`config.mk`:
```
export PLATFORM = sky130hd
export DESIGN_NAME = motor_bus_frame_sequencer
export DESIGN_NICKNAME = d
export VERILOG_FILES = /design/src/hdl/mbfs_pkg.sv /design/src/hdl/motor_bus_frame_sequencer.sv
export SDC_FILE = /design/constraint.sdc
export NUM_CORES = 1
export LEC_CHECK = 0
export ABC_AREA = 1
export BUFFER_PORTS_ARGS = -buffer_cell sky130_fd_sc_hd__buf_2
export CORE_UTILIZATION = 50
export DETAILED_ROUTE_END_ITERATION = 12
export HOLD_SLACK_MARGIN = 0.06
export PLACE_DENSITY_LB_ADDON = 0.2
export SETUP_SLACK_MARGIN = 0.2
export SYNTH_ARGS = -nofsm -noshare
export SYNTH_HDL_FRONTEND = slang
export SYNTH_SLANG_ARGS = --single-unit
```
`constraint.sdc`:
```
create_clock -name clk_i -period 6.5 [get_ports clk_i]
set_clock_uncertainty 0.05 [all_clocks]
set_input_delay 1.3 -clock clk_i [delete_from_list [all_inputs] [get_ports clk_i]]
set_output_delay 1.3 -clock clk_i [all_outputs]
set_load 0.05 [all_outputs]
```
`src/hdl/mbfs_pkg.sv`:
```
// ----------------------------------------------------------------------------
// mbfs_pkg: motor bus frame sequencer package
// Codes shared by the sequencer and its port checker, plus the result layout
// and the frame checksum that only the sequencer uses.
// ----------------------------------------------------------------------------
`default_nettype none

package mbfs_pkg;

  // bus status of the previous transfer
  localparam logic [1:0] StatusSuccess = 2'd0;
  localparam logic [1:0] StatusDone    = 2'd1;
  localparam logic [1:0] StatusFailed  = 2'd2;
  localparam logic [1:0] StatusBusy    = 2'd3;

  // command codes, also used for the pending command
  localparam logic [1:0] CmdNone    = 2'd0;
  localparam logic [1:0] CmdTest    = 2'd1;
  localparam logic [1:0] CmdReverse = 2'd2;
  localparam logic [1:0] CmdSetAddr = 2'd3;

  // transfer kinds
  localparam logic [1:0] XferNone  = 2'd0;
  localparam logic [1:0] XferWrite = 2'd1;
  localparam logic [1:0] XferRead  = 2'd2;

  // address assignment steps
  localparam logic [2:0] StepReadLow      = 3'd0;
  localparam logic [2:0] StepCheckLow     = 3'd1;
  localparam logic [2:0] StepReadHigh     = 3'd2;
  localparam logic [2:0] StepCheckHigh    = 3'd3;
  localparam logic [2:0] StepWriteAddress = 3'd4;

  localparam logic [7:0]  SpeedTrailer = 8'hC0;
  localparam logic [15:0] CrcSeed      = 16'h00FF;
  localparam logic [7:0]  TestOpcode   = 8'd251;
  localparam logic [7:0]  TestBase     = 8'd231;
  localparam logic [7:0]  RevOpcode    = 8'd254;
  localparam logic [7:0]  RevBase      = 8'd234;
  localparam logic [7:0]  AddrOpcode   = 8'd252;
  localparam logic [6:0]  ReadAddrBase = 7'h06;
  localparam logic [6:0]  WriteAddr    = 7'h00;
  localparam logic [2:0]  LenSpeed     = 3'd6;
  localparam logic [2:0]  LenShort     = 3'd4;
  localparam logic [2:0]  LenRead      = 3'd3;
  localparam logic [7:0]  SerialLowTag  = 8'd2;
  localparam logic [7:0]  SerialHighTag = 8'd3;

  localparam int unsigned InDataW  = 56;
  localparam int unsigned OutDataW = 80;

  typedef struct packed {
    logic [1:0]  transfer_kind;
    logic [6:0]  bus_address;
    logic [2:0]  transfer_length;
    logic [7:0]  frame_byte0;
    logic [7:0]  frame_byte1;
    logic [7:0]  frame_byte2;
    logic [7:0]  frame_byte3;
    logic [7:0]  frame_byte4;
    logic [7:0]  frame_byte5;
    logic [15:0] error_count;
  } result_t;

  function automatic logic [15:0] crc_step(input logic [15:0] crc, input logic [7:0] d);
    logic [7:0] x;
    x = d ^ crc[7:0];
    x = x ^ {x[3:0], 4'b0000};
    return {x, crc[15:8]} ^ {12'h000, x[7:4]} ^ {5'b00000, x, 3'b000};
  endfunction

  // low byte of the checksum over the four speeds and the trailer
  function automatic logic [7:0] speed_crc(input logic [7:0] b0, input logic [7:0] b1,
                                           input logic [7:0] b2, input logic [7:0] b3);
    logic [15:0] crc;
    crc = crc_step(CrcSeed, b0);
    crc = crc_step(crc, b1);
    crc = crc_step(crc, b2);
    crc = crc_step(crc, b3);
    crc = crc_step(crc, SpeedTrailer);
    return crc[7:0];
  endfunction

endpackage

`default_nettype wire

```
`src/hdl/motor_bus_frame_sequencer.sv`:
```
// ----------------------------------------------------------------------------
// motor_bus_frame_sequencer: picks the next motor bus transfer per tick
// Speed, test, reverse and address assignment frames with a saturating
// count of failed and busy transfers.
// ----------------------------------------------------------------------------
// throughput: one item per cycle while the result is not stalled; the input
// register feeds the result register through one pass of decode and checksum logic
// reset: rst_ni clears the pending command, address step, serial bytes,
// motor indexes, error count, kill mode and both valid flags at once
`default_nettype none

module motor_bus_frame_sequencer (
  input  wire logic                          clk_i,
  input  wire logic                          rst_ni,
  // kill mode register write
  input  wire logic                          cfg_valid_i,
  output logic                               cfg_ready_o,
  input  wire logic                          cfg_data_i,
  // input items
  input  wire logic                          s_axis_tvalid,
  output logic                               s_axis_tready,
  // [1:0] bus_status, [3:2] request, [5:4] new_address, [13:6] speed_front,
  // [21:14] speed_back, [29:22] speed_left, [37:30] speed_right,
  // [45:38] read_byte0, [53:46] read_byte1, [55:54] zero
  input  wire logic [mbfs_pkg::InDataW-1:0]  s_axis_tdata,
  // result items
  output logic                               m_axis_tvalid,
  input  wire logic                          m_axis_tready,
  // [6:0] bus_address, [9:7] transfer_length, [17:10] frame_byte0,
  // [25:18] frame_byte1, [33:26] frame_byte2, [41:34] frame_byte3,
  // [49:42] frame_byte4, [57:50] frame_byte5, [73:58] error_count, [79:74] zero
  output logic [mbfs_pkg::OutDataW-1:0]      m_axis_tdata,
  // [1:0] transfer_kind
  output logic [1:0]                         m_axis_tuser
);
  import mbfs_pkg::*;

  logic                in_valid_q;
  logic [InDataW-1:0]  in_data_q;
  logic                out_valid_q;
  result_t             out_q, out_d;
  logic                kill_q;
  logic [1:0]          pending_q, pending_d;
  logic [2:0]          step_q, step_d;
  logic [7:0]          serial_low_q, serial_low_d;
  logic [7:0]          serial_high_q, serial_high_d;
  logic [1:0]          current_q, current_d;
  logic [1:0]          target_q, target_d;
  logic [15:0]         fail_q, fail_d;
  logic                advance;

  logic [1:0] status, req, naddr;
  logic [7:0] spd_f, spd_b, spd_l, spd_r, rb0, rb1;

  assign status = in_data_q[1:0];
  assign req    = in_data_q[3:2];
  assign naddr  = in_data_q[5:4];
  assign spd_f  = in_data_q[13:6];
  assign spd_b  = in_data_q[21:14];
  assign spd_l  = in_data_q[29:22];
  assign spd_r  = in_data_q[37:30];
  assign rb0    = in_data_q[45:38];
  assign rb1    = in_data_q[53:46];

  assign advance       = in_valid_q && (!out_valid_q || m_axis_tready);
  assign s_axis_tready = !in_valid_q || advance;
  assign cfg_ready_o   = 1'b1;

  always_comb begin
    pending_d     = pending_q;
    step_d        = step_q;
    serial_low_d  = serial_low_q;
    serial_high_d = serial_high_q;
    current_d     = current_q;
    target_d      = target_q;
    fail_d        = fail_q;
    out_d         = '0;

    // a new request is taken only while nothing is pending
    if (req != CmdNone && pending_q == CmdNone) begin
      pending_d = req;
      if (req == CmdSetAddr) begin
        target_d = naddr;
      end
    end

    if ((status == StatusBusy || status == StatusFailed) && fail_q != 16'hFFFF) begin
      fail_d = fail_q + 16'd1;
    end

    if (status != StatusBusy) begin
      if (kill_q) begin
        out_d.transfer_kind   = XferWrite;
        out_d.bus_address     = WriteAddr;
        out_d.transfer_length = LenSpeed;
        out_d.frame_byte4     = SpeedTrailer;
        out_d.frame_byte5     = speed_crc(8'h00, 8'h00, 8'h00, 8'h00);
      end else begin
        unique case (pending_d)
          CmdTest: begin
            out_d.transfer_kind   = XferWrite;
            out_d.bus_address     = WriteAddr;
            out_d.transfer_length = LenShort;
            out_d.frame_byte0     = TestOpcode;
            out_d.frame_byte1     = {6'b000000, current_q};
            out_d.frame_byte3     = TestBase + {6'b000000, current_q};
            pending_d             = CmdNone;
          end
          CmdReverse: begin
            out_d.transfer_kind   = XferWrite;
            out_d.bus_address     = WriteAddr;
            out_d.transfer_length = LenShort;
            out_d.frame_byte0     = RevOpcode;
            out_d.frame_byte1     = {6'b000000, current_q};
            out_d.frame_byte3     = RevBase + {6'b000000, current_q};
            pending_d             = CmdNone;
          end
          CmdSetAddr: begin
            unique case (step_q)
              StepReadLow, StepReadHigh: begin
                out_d.transfer_kind   = XferRead;
                out_d.bus_address     = ReadAddrBase + {4'b0000, current_q, 1'b0};
                out_d.transfer_length = LenRead;
                step_d                = step_q + 3'd1;
              end
              StepCheckLow: begin
                if (rb0 == SerialLowTag) begin
                  serial_low_d = rb1;
                  step_d       = StepReadHigh;
                end else begin
                  step_d = StepReadLow;
                end
              end
              StepCheckHigh: begin
                if (rb0 == SerialHighTag) begin
                  serial_high_d = rb1;
                  step_d        = StepWriteAddress;
                end else begin
                  step_d = StepReadHigh;
                end
              end
              StepWriteAddress: begin
                out_d.transfer_kind   = XferWrite;
                out_d.bus_address     = WriteAddr;
                out_d.transfer_length = LenShort;
                out_d.frame_byte0     = {6'b000000, target_d};
                out_d.frame_byte1     = serial_low_q;
                out_d.frame_byte2     = serial_high_q;
                out_d.frame_byte3     = AddrOpcode;
                step_d                = StepReadLow;
                pending_d             = CmdNone;
                current_d             = target_d;
              end
              default: begin
                // stray step: abandon the assignment quietly
                step_d    = StepReadLow;
                pending_d = CmdNone;
                current_d = target_d;
              end
            endcase
          end
          default: begin
            out_d.transfer_kind   = XferWrite;
            out_d.bus_address     = WriteAddr;
            out_d.transfer_length = LenSpeed;
            out_d.frame_byte0     = spd_f;
            out_d.frame_byte1     = spd_b;
            out_d.frame_byte2     = spd_l;
            out_d.frame_byte3     = spd_r;
            out_d.frame_byte4     = SpeedTrailer;
            out_d.frame_byte5     = speed_crc(spd_f, spd_b, spd_l, spd_r);
          end
        endcase
      end
    end

    out_d.error_count = fail_d;
  end

  always_ff @(posedge clk_i or negedge rst_ni) begin
    if (!rst_ni) begin
      in_valid_q    <= 1'b0;
      out_valid_q   <= 1'b0;
      kill_q        <= 1'b0;
      pending_q     <= CmdNone;
      step_q        <= StepReadLow;
      serial_low_q  <= 8'h00;
      serial_high_q <= 8'h00;
      current_q     <= 2'd0;
      target_q      <= 2'd0;
      fail_q        <= 16'h0000;
    end else begin
      if (cfg_valid_i) begin
        kill_q <= cfg_data_i;
      end
      if (s_axis_tready) begin
        in_valid_q <= s_axis_tvalid;
      end
      if (advance) begin
        out_valid_q   <= 1'b1;
        pending_q     <= pending_d;
        step_q        <= step_d;
        serial_low_q  <= serial_low_d;
        serial_high_q <= serial_high_d;
        current_q     <= current_d;
        target_q      <= target_d;
        fail_q        <= fail_d;
      end else if (m_axis_tready) begin
        out_valid_q <= 1'b0;
      end
    end
  end

  always_ff @(posedge clk_i) begin
    if (s_axis_tready && s_axis_tvalid) begin
      in_data_q <= s_axis_tdata;
    end
    if (advance) begin
      out_q <= out_d;
    end
  end

  assign m_axis_tvalid = out_valid_q;
  assign m_axis_tuser  = out_q.transfer_kind;
  assign m_axis_tdata  = {6'b000000, out_q.error_count, out_q.frame_byte5,
                          out_q.frame_byte4, out_q.frame_byte3, out_q.frame_byte2,
                          out_q.frame_byte1, out_q.frame_byte0,
                          out_q.transfer_length, out_q.bus_address};

endmodule

`default_nettype wire

```
==> results of run 1 <==
-- per-stage QoR --
step	setup WS, ps	cell area, µm²
detailed placement	3156	9112
global placement	3196	9112
global route	3133	9681
CTS	3362	9681
floorplan	2317	8427
finish	3368	9683
-- routing by layer --
layer	track usage	vias up
met5	0	-
met4	0.07881	2
met3	0.04977	28
met2	0.3218	164
met1	0.2859	2797
li1	-	3170
-- cells in the final DEF (no fill, tap or decap), types with 6 or more instances in the layout --
master	n
a21oi_1	32
buf_2	127
clkbuf_16	17
conb_1	17
dfrtp_1	44
edfxtp_1	117
ha_1	11
inv_1	101
inv_2	8
nand2_1	259
nand2_2	34
nand2_4	8
nand3_1	75
nand3_2	13
nor2_1	33
nor3_1	6
o21ai_0	47
xnor2_1	11
xor2_1	28
-- cell type report --
class                           instances  area, µm²  area share
Sequential cell                       161       4614      0.4765
Tap cell                              216      270.3     0.02791
Antenna cell                            1      2.502   0.0002584
Clock buffer                           19      442.9     0.04574
Inverter                              113      432.9     0.04471
Clock inverter                         13      125.1     0.01292
Multi-Input combinational cell        605       3129      0.3232
Timing Repair Buffer                  131      665.6     0.06874
-- worst max-delay path by stage --
stage	startpoint	to
5_1_grt	pending_q[0]$_DFFE_PN0P_	m_axis_tdata[11]$_SDFFCE_PP0P_
3_3_place_gp	m_axis_tready	fail_q[14]$_DFFE_PN0P_
2_1_floorplan	m_axis_tready	m_axis_tdata[10]$_SDFFCE_PP0P_
4_1_cts	m_axis_tready	s_axis_tready
3_5_place_dp	m_axis_tready	fail_q[8]$_DFFE_PN0P_
6_report	m_axis_tready	s_axis_tready
-- kinds of logic (layout without fill, tap and decap cells) --
kind of cell / count (synthesis) / in the layout
adder cells (fa/ha/maj): 11 / 11
XOR/XNOR: 39 / 39
AO/OA/AOI/OAI: 89 / 89
flip-flops: 161 / 161
buffers and inverters: 151 / 276
multiplexers: 1 / 1
AND/OR/NAND/NOR: 448 / 448
other: 2 / 18
-- report_power, final --
| part | total, mW | internal, mW | switching [mW] |
|---|---|---|---|
| Combinational | 1.60 | 0.452 | 1.15 |
| Sequential | 1.48 | 1.36 | 0.118 |
| Clock | 0.961 | 0.543 | 0.419 |
-- critical path: stages --
cell,delay (ps)
buf_2,70
inv_1,40
nand3_1,90
buf_2,270
-- flip-flops by register name (all words and copies together) (netlist names), 2 cells and up --
signal and cells:
current_q 2, pending_q 2, in_data_q 54, step_q 3, fail_q 16, m_axis_tdata 61, serial_high_q 8, serial_low_q 8
target_q 2, m_axis_tuser 2
==> key figures, run 1 <==
Outcome
  – Status: finished, final reports clean

Synth
  – Syn Area/Cell: 9.280 µm²
  – Synth async-reset ratio: 0.2733
  – Synth top area share: 0.4197
  – Post-synthesis mux area share: 0.001196
  – Post-synth top area cell: edfxtp_1
  – Largest family of logic cells by synthesized area: simple AND/OR/NAND/NOR gates
  – Seq/Total Area, Yosys: 0.5513
  – Synth warnings: 0
  – Top cells by area, synth: edfxtp_1 42%, dfrtp_1 13%, nand2_1 12%, inv_1 4.6%, nand3_1 4.5%
  – EDFF count, synth: 117
  – Post-synth top flop: edfxtp_1
  – #FFs+latches synth: 161
  – Most common cell in the synthesized netlist: nand2_1
  – Mapped Area: 8371 µm²
  – Adder-cell area share of the yosys netlist: 0.01644
  – Synth Area in Compound Gates: 0.05575
  – Top post-synthesis cells by count: 259 x nand2_1, 117 x edfxtp_1, 103 x inv_1
  – Number of distinct library cells after synthesis: 38
  – Cell count after synthesis: 902
  – Post-synthesis xor/xnor area fraction: 0.04081
  – Post-synthesis simple-gate area fraction: 0.2520

Min path
  – Min-Delay Path Class: reg2reg
  – Min-delay src: serial_high_q[0]$_DFFE_PN0P_
  – Hold Path End: serial_high_q[0]$_DFFE_PN0P_
  – Hold depth: 2

Route
  – Routed WL: 17340 µm
  – DRC viols: 0
  – Routed met1 length: 8202 µm
  – Via/cell ratio: 4.894
  – TritonRoute pass-1 iters: 4
  – Average wire per standard cell: 13.78 µm
  – ANT nets after route: 0
  – Top Metal Used: met5
  – Metal2 WL: 7876 µm
  – Vias: 6161
  – DR iter-0 viols: 311
  – Met3 wire length: 908 µm

Timing
  – Final Cycle Share: 0.4818
  – Max-slew violations: 0
  – Final Hold Viols: 0
  – Setup violations, final: 0
  – Min Tclk post-route: 3132 ps
  – Highest Clock Rate: 0.3193 GHz
  – Fin Hold WS: 437.2 ps
  – RSZ-0062 raised after global routing: false
  – Actual slew at the worst max-slew pin: 1084 ps
  – Worst slew margin: 0.2749
  – Final TNS setup: 0 ps

Cells and area
  – Layout area overhead: 15.68%
  – Final Core Density: 0.6009
  – Share of post-route cells with drive strength above 1: 0.2284
  – # fillers: 1358
  – Non-filler cells, final: 1259
  – NumNets Final: 1102

GRT
  – Number of global-route vias before repair: 5672
  – First-pass GRT wire length: 27810 µm
  – Largest net degree at the start of global routing: 69
  – Total GRT Usage: 0.2086
  – Global route overflow: 0
  – Initial antenna violation count: 2

Place
  – IO buf count: 127
  – DP HPWL: 12950 µm
  – Final GP Congestion: 0.8330
  – Placed cells: 1226

Critical path
  – Worst-path fanout max: 3
  – Setup crit end kind: output pin
  – Register-to-Register Path Depth: 8
  – Reg2reg end: m_axis_tdata[10]$_SDFFCE_PP0P_
  – Worst r2r src: pending_q[0]$_DFFE_PN0P_
  – Critical Path AT: 1780 ps
  – FF-to-FF setup slack: 3490 ps
  – Critical path startpoint category: input pin
  – Critical path class: in2out
  – Worst EP required: 5150 ps

Power and ir drop
  – Total Power: 4.039 mW
  – VDD IR max: 236.4 µV
  – Total leakage power: 4.522 nW
  – PD cells: 417.1 nW/µm²

Floorplan
  – I/O pins: 147
  – Num rows: 46
  – Die X-Extent: 131.4 µm
  – Initial Utilization: 0.5194
  – Die area: 17260 µm²
  – Die H: 131.4 µm
  – Core ar.: 16120 µm²

CTS
  – Worst skew pair latency: 430 ps
  – H-tree depth: 4
  – Hold buffers post-CTS: 0
  – Clk slew on worst S/H paths: 60 ps
  – Post-CTS setup buffer count: 0
  – CTS-repair resized insts: 0
  – Root Buffer: clkbuf_16
  – CTS Buf Count: 17
  – Clk buf depth: 2
  – Clock sinks: 161
  – CTS tree: done

Job
  – Max cap viols: 0
No activity file was read; power rests on OpenSTA's default activity.
==> inputs of run 2 (changes only) <==
==> constraint.sdc (replaced) <==
create_clock -name clk_i -period 2.9 [get_ports clk_i]
set_clock_uncertainty 0.05 [all_clocks]
set_input_delay 0.58 -clock clk_i [delete_from_list [all_inputs] [get_ports clk_i]]
set_output_delay 0.58 -clock clk_i [all_outputs]
set_load 0.05 [all_outputs]
==> run 2 against run 1 <==
  * Sequential share of layout area is 2.7 points lower
  * Critical path depth rose by 13
  * Combinational power grew 150%
  * Die area unchanged
  * Sequential power is 120% higher
  * Largest cell class unchanged
  * Final cell count grew 1.6%
  * Via count up 3.9%
==> key figures, run 2 (synthesis results as in run 1) <==
Cells and area
  – Share of post-route cells with drive strength above 1: 0.2976 (was 0.2284)
  – # fillers: 1340 (was 1358)
  – Most frequent cells in the layout: 234 x nand2_1, 127 x buf_2, 117 x edfxtp_1 (was 259 x nand2_1, 127 x buf_2, 117 x edfxtp_1)
  – Non-filler cells, final: 1279 (was 1259)
  – Layout area overhead: 22.63% (was 15.68%)
  – Max reg flops: 61 (unchanged)
  – NumNets Final: 1122 (was 1102)
  – Most common cell after layout, fill and taps aside: nand2_1 (unchanged)

GRT
  – Largest net degree at the start of global routing: 50 (was 69)
  – Number of global-route vias before repair: 5643 (was 5672)
  – Initial antenna violation count: 1 (was 2)
  – Total GRT Usage: 0.2117 (was 0.2086)
  – First-pass GRT wire length: 28100 µm (was 27810 µm)
  – Global route overflow: 0 (unchanged)

Timing
  – Highest Clock Rate: 0.3807 GHz
  – Worst slew margin: 0.6537 (was 0.2749)
  – Max-slew violations: 0 (unchanged)
  – RSZ-0062 raised after global routing: true (was false)
  – Min Tclk post-route: 2627 ps
  – Setup violations, final: 0 (unchanged)
  – Final Cycle Share: 0.9058
  – Final TNS setup: 0 ps (unchanged)
  – Fin Hold WS: 56.40 ps (was 437.2 ps)
  – Actual slew at the worst max-slew pin: 518.0 ps (was 1084 ps)
  – Final Hold Viols: 0 (unchanged)

Power and ir drop
  – Clk pwr share: 0.228 (was 0.238)
  – Switching power: 3.952 mW (was 1.683 mW)
  – Internal: 5.428 mW (was 2.356 mW)
  – Total leakage power: 4.756 nW (was 4.522 nW)
  – PD cells: 913.8 nW/µm² (was 417.1 nW/µm²)
  – Switching Share: 0.4213 (was 0.4167)
  – Sequential Power Share: 0.353 (was 0.366)
  – VDD IR max: 535.2 µV (was 236.4 µV)
  – Comb pwr share: 0.420 (was 0.396)

Route
  – Average wire per standard cell: 14.26 µm (was 13.78 µm)
  – TritonRoute pass-1 iters: 6 (was 4)
  – ANT nets after route: 0 (unchanged)
  – Vias: 6401 (was 6161)
  – Via/cell ratio: 5.005 (was 4.894)
  – Routed WL: 18240 µm (was 17340 µm)
  – DRC viols: 0 (unchanged)
  – DR iter-0 viols: 439 (was 311)

Critical path
  – Critical path startpoint category: register (was input pin)
  – Register-to-Register Path Depth: 17 (was 8)
  – Most used cell, CP: nand2_4 (was buf_2)
  – Buffers & Inverters on Critical Path: 3 (unchanged)
  – Worst stage delay on the critical path: 510 ps (was 270 ps)
  – Critical path's top delay family: simple AND/OR/NAND/NOR gates (was buffers and inverters)
  – Worst EP required: 3120 ps (was 5150 ps)
  – Critical Path AT: 2850 ps (was 1780 ps)
  – Worst-path fanout max: 7 (was 3)
  – Critical path depth: 17 (was 4)
  – Crit path max-delay cell type: edfxtp_1 (was buf_2)
  – Critical path class: reg2reg (was in2out)
  – Setup crit end kind: register (was output pin)
  – Critical Path, Cell by Cell: buf_4 > xnor2_1 > nand3_2 > nand2_4 > nand2_2 > nand2_4 > inv_4 > nand2_4 > nand2_4 > nand2_1 > nand2_2 > inv_2 > nand3_2 > nand3b_4 > nand2_2 > or2_1 > a21oi_1 (was buf_2 > inv_1 > nand3_1 > buf_2)
  – FF-to-FF setup slack: 270 ps (was 3490 ps)

Floorplan
  – I/O pins: 147 (unchanged)
  – Die X-Extent: 131.4 µm (unchanged)
  – Die H: 131.4 µm (unchanged)
  – Initial Utilization: 0.5194 (unchanged)
  – Num rows: 46 (unchanged)
  – Core ar.: 16120 µm² (unchanged)
  – Die area: 17260 µm² (unchanged)

Place
  – Placed cells: 1233 (was 1226)
  – Final GP Congestion: 0.8497 (was 0.8330)
  – DP HPWL: 13000 µm (was 12950 µm)
  – IO buf count: 127 (unchanged)

CTS
  – Root Buffer: clkbuf_16 (unchanged)
  – CTS Buf Count: 17 (unchanged)
  – Clock sinks: 161 (unchanged)
  – H-tree depth: 4 (unchanged)
  – Clk slew on worst S/H paths: 70 ps (was 60 ps)
  – Worst skew pair latency: 430 ps (about the same)
  – CTS tree: done (unchanged)
  – Hold buffers post-CTS: 0 (unchanged)
  – Clk buf depth: 2 (unchanged)

Outcome
  – Status: finished, final reports clean (unchanged)

Min path
  – Min-Delay Path Class: in2async (was reg2reg)

Job
  – Max cap viols: 0 (unchanged)
==> run 2: cell types whose count changed in the layout (fill, tap and decap cells not counted), sizes merged <==
| cell | delta |
|---|---|
| buf | +20 |
| clkbuf | -1 |
| clkinv | +1 |
==> run 2: power groups by stage <==
stage	registers, mW	clock network [mW]	logic [mW]
floorplan	4.05	0	2.15
global placement	3.34	0	3.57
detailed placement	3.34	0	3.62
CTS	3.31	2.17	3.64
global route	3.35	2.26	4.33
finish	3.31	2.13	3.94
==> run 2: final cells by class <==
type	instances	area, µm²	share of cell area
multi-input cells	605	3532	0.3441
repair buffers	151	848.3	0.08264
clock buffers	18	429.2	0.04181
well taps	216	270.3	0.02633
flip-flops and latches	161	4614	0.4495
inverters	113	439.2	0.04278
clock inverters	14	128.9	0.01255
diodes	1	2.502	0.0002438
==> run 2: worst register-to-register path: stages, from the launching register on <==
cell and delay (ps):
edfxtp_1 510, buf_4 200, xnor2_1 180, nand3_2 150, nand2_4 110, nand2_2 80
nand2_4 110, inv_4 50, nand2_4 80, nand2_4 70, nand2_1 70, nand2_2 80
inv_2 80, nand3_2 140, nand3b_4 120, nand2_2 60, or2_1 200, a21oi_1 110
==> run 2: repair_timing <==
item | in CTS | in global routing
buffers inserted | 0 | 13
gates resized for setup | 0 | 87
setup endpoints to repair | 0 | 12
==> run 2: per-layer routing <==
metal  vias to the layer above  global-route usage  share of wire
met1                      2954              0.2896           0.44
met5                         -                   0        0.00044
met2                       220              0.3333           0.48
met3                        26             0.04938          0.059
li1                       3199                   -              -
met4                         2             0.06848          0.017
==> run 2: stage by stage <==
step / power, mW / util / setup slack, ps / cell area (µm²)
finish: 9.380 / 0.6370 / 273.3 / 10260
global route: 9.948 / 0.6368 / 109.4 / 10260
CTS: 9.109 / 0.6054 / 213.9 / 9757
detailed placement: 6.961 / 0.5708 / 242.7 / 9199
global placement: 6.917 / 0.5708 / 247.5 / 9199
floorplan: 6.199 / - / 398.4 / 8437
==> run 2: path summary, 6_finish.rpt <==
kind / start / end
min in group clk_i: s_axis_tdata[37] / in_data_q[37]$_DFFE_PP_
hold / removal: rst_ni / serial_high_q[3]$_DFFE_PN0P_
setup / recovery: in_data_q[7]$_DFFE_PP_ / m_axis_tdata[53]$_SDFFCE_PP0P_
hold reg to reg: serial_high_q[4]$_DFFE_PN0P_ / serial_high_q[4]$_DFFE_PN0P_
setup reg to reg: in_data_q[7]$_DFFE_PP_ / m_axis_tdata[53]$_SDFFCE_PP0P_
max in group asynchronous: rst_ni / kill_q$_DFFE_PN0P_
==> inputs of run 3 (changes only) <==
==> constraint.sdc (replaced) <==
create_clock -name clk_i -period 2.9 [get_ports clk_i]
set_clock_uncertainty 0.05 [all_clocks]
set_input_delay 0.58 -clock clk_i [delete_from_list [all_inputs] [get_ports clk_i]]
set_output_delay 0.58 -clock clk_i [all_outputs]
set_load 0.1 [all_outputs]
==> run 3 against run 2 <==
  * Design area grew 0.65%
  * Critical endpoint unchanged
  * Critical path type unchanged
  * Sequential power about the same
  * Clock-buffer cell count stayed put
  * Power rose by 12%
  * Highest routed layer is now met4
  * Global-route usage increased by 0.23 points
  * Hold slack improved by 68 ps
  * Non-clock buffer count is 2 higher
==> key figures, run 3 (synthesis results as in run 1) <==
Route
  – ANT nets after route: 0 (unchanged)
  – DRC viols: 0 (unchanged)
  – Via/cell ratio: 4.995 (was 5.005)
  – TritonRoute pass-1 iters: 5 (was 6)
  – Average wire per standard cell: 14.19 µm (was 14.26 µm)
  – Routed WL: 18180 µm (was 18240 µm)
  – Vias: 6398 (was 6401)
  – DR iter-0 viols: 422 (was 439)

Power and ir drop
  – Comb pwr share: 0.464 (was 0.420)
  – PD cells: 1015 nW/µm² (was 913.8 nW/µm²)
  – Switching power: 4.864 mW (was 3.952 mW)
  – Internal: 5.627 mW (was 5.428 mW)
  – Switching Share: 0.4637 (was 0.4213)
  – Total leakage power: 4.784 nW (was 4.756 nW)
  – VDD IR max: 814.6 µV (was 535.2 µV)
  – Sequential Power Share: 0.316 (was 0.353)
  – Clk pwr share: 0.220 (was 0.228)

Timing
  – Highest Clock Rate: 0.3702 GHz (was 0.3807 GHz)
  – Final Cycle Share: 0.9316 (was 0.9058)
  – Max-slew violations: 0 (unchanged)
  – Fin worst setup slack: 198.4 ps (was 273.3 ps)
  – Min Tclk post-route: 2702 ps (was 2627 ps)
  – Actual slew at the worst max-slew pin: 656.1 ps (was 518.0 ps)
  – RSZ-0062 raised after global routing: true (unchanged)
  – Worst slew margin: 0.5626 (was 0.6537)
  – Setup violations, final: 0 (unchanged)
  – Final TNS setup: 0 ps (unchanged)
  – Final Hold Viols: 0 (unchanged)

Critical path
  – Critical path class: reg2reg (unchanged)
  – Critical path startpoint category: register (unchanged)
  – Critical Path AT: 2940 ps (was 2850 ps)
  – FF-to-FF setup slack: 200 ps (was 270 ps)
  – Register-to-Register Path Depth: 17 (unchanged)
  – Reg2reg end: m_axis_tdata[53]$_SDFFCE_PP0P_ (unchanged)
  – Critical Path, Cell by Cell: buf_4 > xor2_1 > nand2_4 > nand2_8 > nand2_2 > nand2_4 > inv_2 > nand2_4 > nand2_4 > nand2_1 > nand3b_1 > nand2_2 > nand2_2 > nand3_2 > nand2_2 > or2_1 > a21oi_2 (was buf_4 > xnor2_1 > nand3_2 > nand2_4 > nand2_2 > nand2_4 > inv_4 > nand2_4 > nand2_4 > nand2_1 > nand2_2 > inv_2 > nand3_2 > nand3b_4 > nand2_2 > or2_1 > a21oi_1)
  – Worst EP required: 3130 ps (was 3120 ps)
  – Worst stage delay on the critical path: 510 ps (about the same)
  – Setup crit end kind: register (unchanged)
  – Crit path max-delay cell type: edfxtp_1 (unchanged)
  – Worst r2r src: in_data_q[7]$_DFFE_PP_ (unchanged)
  – Worst-path fanout max: 7 (unchanged)

Place
  – Final GP Congestion: 0.8808 (was 0.8497)
  – IO buf count: 127 (unchanged)
  – Dpl ws: 221.3 ps (was 242.7 ps)
  – DP HPWL: 13090 µm (was 13000 µm)

Floorplan
  – Num rows: 46 (unchanged)
  – I/O pins: 147 (unchanged)
  – Die H: 131.4 µm (unchanged)
  – Die area: 17260 µm² (unchanged)
  – Die X-Extent: 131.4 µm (unchanged)
  – Core ar.: 16120 µm² (unchanged)
  – Initial Utilization: 0.5194 (unchanged)

CTS
  – CTS Buf Count: 17 (unchanged)
  – Hold buffers post-CTS: 0 (unchanged)
  – Worst skew pair latency: 430 ps (about the same)
  – Root Buffer: clkbuf_16 (unchanged)
  – CTS tree: done (unchanged)
  – Clk buf depth: 2 (unchanged)
  – Clk slew on worst S/H paths: 70 ps (about the same)
  – H-tree depth: 4 (unchanged)
  – Clock sinks: 161 (unchanged)

GRT
  – First-pass GRT wire length: 28400 µm (was 28100 µm)
  – Number of global-route vias before repair: 5732 (was 5643)
  – Largest net degree at the start of global routing: 55 (was 50)
  – Initial antenna violation count: 0 (was 1)
  – Global route overflow: 0 (unchanged)
  – Total GRT Usage: 0.2140 (was 0.2117)

Cells and area
  – Seq. cell area: 4616 µm² (was 4614 µm²)
  – Most frequent cells in the layout: 244 x nand2_1, 127 x buf_2, 117 x edfxtp_1 (was 234 x nand2_1, 127 x buf_2, 117 x edfxtp_1)
  – Layout area overhead: 23.42% (was 22.63%)
  – Multi-input gate area: 3523 µm² (was 3532 µm²)
  – NumNets Final: 1124 (was 1122)
  – Most common cell after layout, fill and taps aside: nand2_1 (unchanged)
  – Max reg flops: 61 (unchanged)
  – Share of post-route cells with drive strength above 1: 0.2848 (was 0.2976)
  – # fillers: 1331 (was 1340)

Outcome
  – Status: finished, final reports clean (unchanged)

Min path
  – Min-Delay Path Class: in2async (unchanged)

Job
  – Max cap viols: 0 (unchanged)
==> run 3: cell types whose count changed in the layout (fill, tap and decap cells not counted), moves of 3 or more <==
cell     change
nand3_1      +4
nand2_2      -9
nand3_2      -5
nand2_1     +10
xor2_2       -3
inv_6        -3
==> run 3: timing repair <==
action / CTS / global route
pin swaps: 0 / 25
endpoints found under the setup margin: 1 / 9
resized for setup: 0 / 71
setup buffers: 1 / 13
==> run 3: final cells by class <==
type                            count  area share
Multi-Input combinational cell    605      0.3410
Clock buffer                       18     0.04154
Inverter                          113     0.04251
Tap cell                          216     0.02616
Sequential cell                   161      0.4468
Clock inverter                     14     0.01732
Timing Repair Buffer              153     0.08441
Antenna cell                        1   0.0002422
==> run 3: per-stage QoR <==
step | util | power [mW] | instances | cell area, µm² | hold WS [ps]
after floorplan | - | 7.086 | 917 | 8446 | 234.4
after global placement | 0.5726 | 7.793 | 1234 | 9228 | 415.7
after detailed placement | 0.5726 | 7.861 | 1234 | 9228 | 423.1
after CTS | 0.6108 | 10.19 | 1267 | 9843 | 129.1
after global routing | 0.6409 | 11.05 | 1280 | 10330 | 157.8
final | 0.6411 | 10.49 | 1281 | 10330 | 124.8
==> run 3: worst max-delay path by stage <==
stage | from | endpoint | slack (ps) | cells after the start
final | in_data_q[7]$_DFFE_PP_ | m_axis_tdata[53]$_SDFFCE_PP0P_ | 200 | 17
after global placement | in_data_q[8]$_DFFE_PP_ | m_axis_tdata[52]$_SDFFCE_PP0P_ | 270 | 19
after CTS | in_data_q[7]$_DFFE_PP_ | m_axis_tdata[51]$_SDFFCE_PP0P_ | 220 | 20
after detailed placement | in_data_q[6]$_DFFE_PP_ | m_axis_tdata[57]$_SDFFCE_PP0P_ | 220 | 21
after global routing | in_data_q[7]$_DFFE_PP_ | m_axis_tdata[53]$_SDFFCE_PP0P_ | 60 | 17
after floorplan | m_axis_tvalid$_DFFE_PN0P_ | in_data_q[0]$_DFFE_PP_ | 330 | 3
==> run 3: critical path: cells and delay by family, from the launching register on <==
family / cells / cell delay [ps]
and+or+nand+nor: 13 / 1370
AOI/OAI and AO/OA: 1 / 120
xor gates and xnor gates: 1 / 250
buffers and inverters: 2 / 260
DFF: 1 / 510
==> run 3: power by group through the flow <==
stage / logic [mW] / registers, mW / clock network (mW)
after floorplan: 2.24 / 4.85 / 0
after global placement: 4.45 / 3.34 / 0
after detailed placement: 4.52 / 3.34 / 0
after CTS: 4.53 / 3.31 / 2.35
after global routing: 5.25 / 3.36 / 2.43
final: 4.87 / 3.31 / 2.31
==> run 3: per-layer routing <==
metal | global-route usage | vias up | part of all wire
met4 | 0.08915 | 0 | 0.026
li1 | - | 3217 | -
met2 | 0.3313 | 211 | 0.47
met5 | 0 | - | 0
met3 | 0.04591 | 29 | 0.057
met1 | 0.2924 | 2941 | 0.45
